### config.mk
export PLATFORM = sky130hd
export DESIGN_NAME = lapet_cfg
export DESIGN_NICKNAME = d
export VERILOG_FILES = /design/src/rtl/lapet_pkg.sv /design/src/rtl/lapet_cfg.sv
export SDC_FILE = /design/constraint.sdc
export NUM_CORES = 1
export LEC_CHECK = 0
export ABC_AREA = 1
export BUFFER_PORTS_ARGS = -buffer_cell sky130_fd_sc_hd__buf_2
export CORE_MARGIN = 2
export CORE_UTILIZATION = 32
export DETAILED_ROUTE_END_ITERATION = 10
export GPL_TIMING_DRIVEN = 0
export PLACE_DENSITY_LB_ADDON = 0.15
export RECOVER_POWER = 50
export SYNTH_ARGS = -nofsm -noshare
export SYNTH_HDL_FRONTEND = slang
export SYNTH_SLANG_ARGS = --single-unit
### constraint.sdc
create_clock -name clk -period 1 [get_ports clk]
set_input_delay 0.05 -clock clk [delete_from_list [all_inputs] [get_ports clk]]
set_output_delay 0.05 -clock clk [all_outputs]
set_load 0.005 [all_outputs]
### src/rtl/lapet_pkg.sv
// Package for the Laplacian edge threshold block: constants, the config struct
// and the gray conversion. Used by every module and by the pixel channel interface.
// Depends on nothing else.
package lapet_pkg;

  // Widths fixed by the channel and register definitions.
  localparam int unsigned COLOR_W  = 8;
  localparam int unsigned WIDTH_W  = 11;
  localparam int unsigned HEIGHT_W = 16;
  localparam int unsigned THR_W    = 8;

  // Command codes carried on the pixel channel.
  localparam logic CMD_PIXEL = 1'b0;
  localparam logic CMD_FLUSH = 1'b1;

  // Register indexes on the configuration port (word address).
  localparam logic [1:0] REG_IMAGE_WIDTH    = 2'd0;
  localparam logic [1:0] REG_IMAGE_HEIGHT   = 2'd1;
  localparam logic [1:0] REG_EDGE_THRESHOLD = 2'd2;

  // Register reset values.
  localparam logic [WIDTH_W-1:0]  RST_IMAGE_WIDTH    = 11'd640;
  localparam logic [HEIGHT_W-1:0] RST_IMAGE_HEIGHT   = 16'd480;
  localparam logic [THR_W-1:0]    RST_EDGE_THRESHOLD = 8'd128;

  // Gray weights in 1/256 units, with rounding offset.
  localparam logic [15:0] GRAY_R_COEF = 16'd77;
  localparam logic [15:0] GRAY_G_COEF = 16'd150;
  localparam logic [15:0] GRAY_B_COEF = 16'd29;
  localparam logic [15:0] GRAY_ROUND  = 16'd128;

  typedef struct packed {
    logic [WIDTH_W-1:0]  image_width;
    logic [HEIGHT_W-1:0] image_height;
    logic [THR_W-1:0]    edge_threshold;
  } lapet_cfg_t;

  // Weighted sum of the three components; the weights add to 256, so the
  // sum never exceeds 16 bits.
  function automatic logic [COLOR_W-1:0] gray8(input logic [COLOR_W-1:0] r,
                                               input logic [COLOR_W-1:0] g,
                                               input logic [COLOR_W-1:0] b);
    logic [15:0] sum;
    sum = GRAY_R_COEF * 16'(r) + GRAY_G_COEF * 16'(g) + GRAY_B_COEF * 16'(b)
          + GRAY_ROUND;
    return sum[15:8];
  endfunction

endpackage

### src/rtl/lapet_cfg.sv
// APB-style register file holding width, height and threshold.
// Depends on lapet_pkg for the register struct, indexes and reset values.
module lapet_cfg import lapet_pkg::*; (
  input  logic        clk,
  input  logic        rst,
  input  logic        psel,
  input  logic        penable,
  input  logic        pwrite,
  input  logic [3:0]  paddr,
  input  logic [31:0] pwdata,
  output logic [31:0] prdata,
  output logic        pready,
  output lapet_cfg_t  cfg
);

  logic [1:0] reg_idx;
  logic       wr_en;

  assign pready  = 1'b1;
  assign reg_idx = paddr[3:2];
  assign wr_en   = psel && penable && pwrite;

  // Register writes; addresses past the list are dropped.
  always_ff @(posedge clk) begin
    if (rst) begin
      cfg.image_width    <= RST_IMAGE_WIDTH;
      cfg.image_height   <= RST_IMAGE_HEIGHT;
      cfg.edge_threshold <= RST_EDGE_THRESHOLD;
    end else if (wr_en) begin
      unique case (reg_idx)
        REG_IMAGE_WIDTH:    cfg.image_width    <= pwdata[WIDTH_W-1:0];
        REG_IMAGE_HEIGHT:   cfg.image_height   <= pwdata[HEIGHT_W-1:0];
        REG_EDGE_THRESHOLD: cfg.edge_threshold <= pwdata[THR_W-1:0];
        default: ;
      endcase
    end
  end

  // Read data, zero extended.
  always_comb begin
    unique case (reg_idx)
      REG_IMAGE_WIDTH:    prdata = 32'(cfg.image_width);
      REG_IMAGE_HEIGHT:   prdata = 32'(cfg.image_height);
      REG_EDGE_THRESHOLD: prdata = 32'(cfg.edge_threshold);
      default:            prdata = '0;
    endcase
  end

endmodule

## Word-level counts from Yosys, hierarchy flattened

Cells that the tools add are included.

- Add/subtract/negate cells: 0
- Multiply operators: 0
- Div/mod/pow operators: 0
- $lt $le $gt $ge: 0
- Equality and inequality tests: 2
- Shift operators: 0
- Multiplexer cells: 1
- Bitwise gates (word level): 0
- Reductions and logical operators: 6

Operator list:

| kind | count |
|---|---|
| $pmux W16 S3 | 1 |
| $reduce_and A2 Y1 | 3 |
| $eq A2 B1 Y1 const B | 1 |
| $eq A2 B2 Y1 const B | 1 |
| $logic_and A1 B1 Y1 | 2 |
| $logic_not A2 Y1 | 1 |

- Bits in registers: 35
- Bits in latches: 0
- Memory bits (writable): 0
- Bits in read-only memories: 0
- Input bits: 41
- Output and inout bits: 68
- Word-level logic and storage cells: 12
- Memories kept: 0

## Logic depth before layout (Yosys ltp)

Gate-level depths: netlist (run 1).

- Depth after elaboration: 3
- Depth in mapped cells: 6
- Gate-level depth less buffers: 5

## Least setup slack after synthesis (run 1)

OpenSTA, ideal clock, no wires.

- Path type: in2reg
- Start: input psel
- End: register cfg[13] (netlist name)
- Setup time: 0.130 ns
- Arrival time: 0.597 ns
- Required time: 0.870 ns
- Setup slack: 0.273 ns
- Stages: 6
- Path buffers: 1
- Path through: nand2_1 > nor2_1 > buf_2 > nand2_1 > nand2_1 > nand3_1

- Longest elaborated chain between the ends: 3

Ends and longest elaborated chain:

| what | line | text |
|---|---|---|
| start: declaration | lapet_cfg.sv:6 | `input logic psel,` |
| $logic_and A1 B1 Y1 (2 in series) | lapet_cfg.sv:21 | `assign wr_en = psel && penable && pwrite;` |
| $reduce_and A2 Y1 (no source line) | - |  |
| end: declaration | lapet_cfg.sv:13 | `output lapet_cfg_t cfg` |

Every way passes these cells.
A chain may end at the register's enable or synchronous reset.

## Final worst setup path (run 1)

- Start: register cfg[32] (netlist name)
- End: output prdata[8]

- Longest elaborated chain between the ends: 1

Ends and longest elaborated chain:

| what | line | text |
|---|---|---|
| $pmux W16 S3 | lapet_cfg.sv:41 | `unique case (reg_idx)` |
| end: declaration | lapet_cfg.sv:11 | `output logic [31:0] prdata,` |

Every way passes these cells.

==> results of run 1 <==
cell families (layout without fill, tap and decap cells):
logic type,count (synthesis),count (layout)
other cells,2,17
compound gates,4,4
flops,35,35
simple gates,183,183
buf+inv,54,142
routing by layer:
layer,share of wire,global-route usage,wire length (um),vias up
met4,0.0085,0.04483,45,0
met3,0.075,0.04864,400,5
li1,-,-,-,1026
met1,0.45,0.2187,2377,850
met5,0,0,0,-
met2,0.47,0.2782,2477,60
synthesized netlist by cell type, types with 2 or more instances:
cell type,number
nor2_4,2
inv_1,21
clkbuf_1,3
inv_2,2
a22o_1,3
buf_6,2
nand3_1,43
buf_4,20
nor2_1,64
dfxtp_1,35
conb_1,2
nand2_1,70
buf_2,5
worst max path at each step:
stage | from | end | slack [ps] | cells after the start
after floorplan | psel | cfg[13] | 270 | 6
after global placement | psel | cfg[13] | -30 | 7
after detailed placement | psel | cfg[13] | -60 | 7
after CTS | cfg[32] | prdata[8] | 0.3 | 2
after global routing | cfg[34] | prdata[10] | -30 | 2
final | cfg[32] | prdata[8] | 3 | 2
final cells by class:
cell class                 count  share of cell area
buffer                        30             0.08887
clock buffer                   7             0.03045
clock inverter                 1            0.001997
inverter                      24             0.03595
multi-input combinational    204              0.3450
sequential                    35              0.2856
tap                           72             0.03595
timing repair buffer          80              0.1762
repair_timing:
| item | in CTS | in global routing |
|---|---|---|
| pin swaps | 3 | 2 |
| hold buffers | 2 | 0 |
| resized for setup | 4 | 19 |
| hold endpoints to repair | 2 | 0 |
| endpoints found under the setup margin | 4 | 14 |
| buffers inserted | 2 | 2 |
| gates cloned | 0 | 1 |
per-stage QoR:
step,hold slack [ps],total power (uW),setup WS (ps)
2_1_floorplan,176.1,1750,273.1
4_1_cts,1.394,2909,0.3055
3_3_place_gp,288.7,1913,-34.51
3_5_place_dp,291.9,1918,-63.71
6_report,-0.4828,2903,2.832
5_1_grt,8.027,3043,-28.46
power by group:
group	switching (uW)	total, uW	internal [uW]
Clock	503	991	489
Combinational	251	463	212
Sequential	22.4	1450	1430
worst min-delay path: cells and delay by family:
kind | cells | cell delay, ps
buf+inv | 1 | 90
simple gates | 2 | 110
==> flow_summary.yaml, run 1 <==
run_status:
  outcome: "complete, but fails checks"
  violations: "hold timing"
floorplanning:
  die_y_um: 79.56
  io_pins: 109
  core_mm2: 0.005507
  fp.dieArea_mm2: 0.006329
  initial_core_util: 0.3317
  fp.dieW_um: 79.56
  rows: 27
clocking:
  insertion_delay_ps: 280
  clockRootBuffer: "clkbuf_8"
  cts_made_buffers: 5
  cts.sinks: 35
  clkSlewWorstSetupHoldPaths_ps: 70
  htree_levels: 2
  cts_tree: "yes"
  clk_path_buf_depth: 2
drt:
  postRouteAntennaNets: 0
  vias: 1941
  first_pass_iters: 4
  postRouteWirelength_mm: 5.300
  drt-wirelength-per-cell_um: 11.70
  first_iter_violations: 88
  avgViaCountPerCell: 4.285
  drc: 0
cells_and_area:
  top_register: "cfg"
  largest_reg_flops: 35
  fin_area_mm2: 0.002506
  multiInputGateArea_um2: 864.6
  layout_commonest_cell: "buf_2"
  nFillCells: 615
  regArea_um2: 715.7
  insertedDiodeCount: 0
  syn_to_final_growth_pct: 37.19
  layout_common_cells: "buf_2, nand2_1, nor2_1"
  drive_above_1_share: 0.3386
  finish.utilization: 0.4551
  top_regs: "cfg (35)"
  final_cells: 453
  nNetsFinal: 421
logic_synthesis:
  avgSynthCellArea_um2: 6.571
  synthAdderAreaFrac: 0
  synth_compound_area_frac: 0.01712
  synthSimpleGateAreaFrac: 0.4315
  synth_top_cell_area_share: 0.3836
  synthCells: 278
  synth_area_leaders: "dfxtp_1, nand2_1, nor2_1, nand3_1, buf_4"
  synth_enable_flop_cells: 0
  yosys_warnings: 0
  ys_types: 19
  synthMuxAreaShare: 0
  synth_top_family_by_area: "simple AND/OR/NAND/NOR gates"
  synth.yosys.seq_area_share: 0.3836
  synth-main-ff-cell: "dfxtp_1"
  synth-seq-cells: 35
  synthArstFlopShare: 0
  yosys.area.top_type: "dfxtp_1"
  synth-xor-area-share: 0
  synth_area_mm2: 0.001827
critical_path:
  reg2reg_depth: 3
  critPathArrivalTime_ps: 950
  startpoint_type: "register"
  crit_required_ps: 950
  path_cells: "a22o_1, buf_2"
  cp_top_family: "flip-flops"
  path_max_fanout: 3
  critical_path_class: "reg2out"
  cp_slowest_stage_delay_ps: 330
  rr_startpoint: "cfg[34]"
  r2r_slack_ps: 300
  path_buf_inv: 1
  slowest_stage: "dfxtp_2"
  cp-end-kind: "output port"
  r2r_end: "cfg[34]"
place:
  dp_cells: 438
  portBuffers: 73
  gp_congestion: 0.8082
  post-dp-hpwl_mm: 3.828
  placed_area_mm2: 0.002338
sta:
  rsz0062_at_grt: "true"
  finalClockSkew_ps: 0
  finalSetupTns_ps: 0
  timing.final.crit_period_ps: 997.2
  fmax_ghz: 1.003
  whs_ps: -0.4828
  worstMarginPinSlew_ps: 505.8
  maxSlewViolCount: 0
  hold_viol_final: 1
  final-setup-viol-count: 0
  fin_crit_sh: 0.9972
  slew_headroom: 0.6628
hold_path:
  min_path_cells: 3
  worstHoldPathType: "in2reg"
  min_to: "cfg[13]"
  worstHoldStart: "pwdata[5]"
grt:
  grt_pass1_wl_mm: 8.204
  grt_usage: 0.1700
  grt_max_degree: 11
  grt_antenna_before_repair: 0
  grt_pass1_vias: 1681
  grt_overflow_total: 0
run:
  maxCapViolCount: 0
power:
  p_leak_uw: 0.001349
  p_per_area_mw_per_mm2: 1158
  vdd_ir_drop_max_v: 0.0004576
No activity file was read; power rests on OpenSTA's default activity.
==> inputs of run 2 (changes only) <==
ABC_AREA = default   (was 1)
==> run 2 against run 1 <==
- fmax is 4.7% lower
- clock power is 5% higher
- largest power group unchanged
- synthesized cell count is 28% lower
- critical path type unchanged
- sequential share of layout area is 0.23 points lower
- power is 2.3% lower
- flip-flop and latch count stayed put
- the run ends with setup timing left
==> flow_summary.yaml, run 2 <==
run_status:
  outcome: "complete, but fails checks"
  violations: "setup timing"
cells_and_area:
  nNetsFinal: 340
  nFillCells: 602
  syn_to_final_growth_pct: 34.51
  largest_reg_flops: 35
  final_cells: 371
  finish.utilization: 0.4532
  top_register: "cfg"
  top_regs: "cfg (35)"
  layout_commonest_cell: "buf_2"
  drive_above_1_share: 0.3980
  insertedDiodeCount: 0
  layout_common_cells: "buf_2, mux2i_1, nand2b_1"
sta:
  timing.final.crit_period_ps: 1046
  finalClockSkew_ps: 0
  fin_crit_sh: 1.046
  rsz0062_at_grt: "true"
  worstMarginPinSlew_ps: 587.3
  slew_headroom: 0.6054
  finalSetupTns_ps: -147.4
  maxSlewViolCount: 0
  whs_ps: 27.66
  setup_slack_ps: -45.98
  hold_viol_final: 0
  fmax_ghz: 0.9560
  final-setup-viol-count: 6
critical_path:
  path_buf_inv: 1
  path_cells: "mux2i_1, o21ai_1, buf_2"
  rr_startpoint: "cfg[13]"
  cp_top_family: "flip-flops"
  critical_path_class: "reg2out"
  cp-end-kind: "output port"
  cp_slowest_stage_delay_ps: 340
  reg2reg_depth: 3
  crit_required_ps: 950
  path_max_fanout: 3
  slowest_stage: "dfxtp_2"
  critPathArrivalTime_ps: 1000
  cp.depth: 3
  r2r_slack_ps: 260
  r2r_end: "cfg[13]"
  startpoint_type: "register"
logic_synthesis:
  synth_most_common_cell: "mux2i_1"
  synth_area_mm2: 0.001878
  synth_top_cell_area_share: 0.3731
  synthArstFlopShare: 0
  synth-seq-cells: 35
  synth.yosys.seq_area_share: 0.3731
  synth-main-ff-cell: "dfxtp_1"
  ys_top_cells_by_count: "mux2i_1, nand2b_1, dfxtp_1"
  avgSynthCellArea_um2: 9.390
  ys_types: 20
  synth_enable_flop_cells: 0
  synth_area_leaders: "dfxtp_1, mux2i_1, nand2b_1, buf_4, nor2_1"
  yosys.area.top_type: "dfxtp_1"
  yosys_warnings: 0
  synthCells: 200
run:
  maxCapViolCount: 0
power:
  p_leak_uw: 0.001249
  vdd_ir_drop_max_v: 0.0005832
  p_per_area_mw_per_mm2: 1123
floorplanning:
  io_pins: 109
  rows: 27
  fp.dieW_um: 80.61
  initial_core_util: 0.3369
  core_mm2: 0.005574
  fp.dieArea_mm2: 0.006498
  die_y_um: 80.61
clocking:
  htree_levels: 2
  clk_path_buf_depth: 2
  clockRootBuffer: "clkbuf_8"
  cts_tree: "yes"
  clkSlewWorstSetupHoldPaths_ps: 70
  insertion_delay_ps: 280
  cts_made_buffers: 5
  cts.sinks: 35
  postCtsHoldBufs: 0
drt:
  postRouteWirelength_mm: 4.947
  drc: 0
  avgViaCountPerCell: 4.391
  postRouteAntennaNets: 0
  first_pass_iters: 4
  first_iter_violations: 38
  drt-wirelength-per-cell_um: 13.33
  vias: 1629
place:
  dp_cells: 358
  gp_congestion: 0.7155
  post-dp-hpwl_mm: 3.556
  pre_cts_slack_ps: -157.9
  portBuffers: 71
grt:
  grt_antenna_before_repair: 0
  grt_overflow_total: 0
  grt_pass1_wl_mm: 7.665
  grt_usage: 0.1580
  grt_pass1_vias: 1471
  grt_max_degree: 11
hold_path:
  worstHoldPathType: "in2reg"
  min_path_cells: 3
  worstHoldStart: "pwdata[15]"
  min_to: "cfg[23]"
run 2: cells by family after synthesis:
kind of cell	share of synthesized area
AO/OA/AOI/OAI	0.02132
buffers and inverters	0.1106
multiplexers	0.2452
flip-flops	0.3731
AND/OR/NAND/NOR	0.2458
other	0.003999
run 2: how the worst max path moves through the flow:
| stage | from | slack (ps) | endpoint |
|---|---|---|---|
| floorplan | paddr[2] | 90 | cfg[31] |
| global placement | paddr[3] | -160 | prdata[0] |
| detailed placement | rst | -160 | cfg[6] |
| CTS | cfg[15] | -30 | prdata[7] |
| global route | cfg[16] | -120 | prdata[8] |
| finish | cfg[8] | -50 | prdata[0] |
run 2: report_power, final:
group	leakage, uW	internal (uW)	switching, uW
clock	0.0000470	541	498
combinational	0.000918	188	186
sequential	0.000284	1410	12.6
total	0.00125	2140	696
run 2: tightest hold or removal path: cells and delay by family:
kind	cells	cell delay (ps)
buffers and inverters	1	100
muxes	1	60
and+or+nand+nor	1	60
run 2: layout make-up:
cell class | instances | area, um2 | share of cell area
buffer | 30 | 211.5 | 0.08370
sequential | 35 | 715.7 | 0.2833
clock inverter | 1 | 5.005 | 0.001981
clock buffer | 6 | 82.58 | 0.03269
multi-input combinational | 150 | 1026 | 0.4061
timing repair buffer | 77 | 395.4 | 0.1565
tap | 72 | 90.09 | 0.03566
run 2: what timing repair did:
action                     4_1_cts  5_1_grt
buffers inserted                 6        0
pin swaps                        2        5
cloned                           0        0
resized for setup               25        5
setup endpoints to repair       11       11
run 2: layer usage:
layer,GRT usage,up-vias,routed length [um]
met3,0.04382,2,357
met4,0.03559,0,21
met5,0,-,0
li1,-,814,-
met2,0.2442,62,2158
met1,0.2182,751,2409
run 2: through the flow:
stage | total power, uW | cell area, um2
finish | 2837 | 2526
detailed placement | 1824 | 2380
CTS | 2866 | 2540
global placement | 1823 | 2380
global route | 2966 | 2526
floorplan | 1685 | 1934
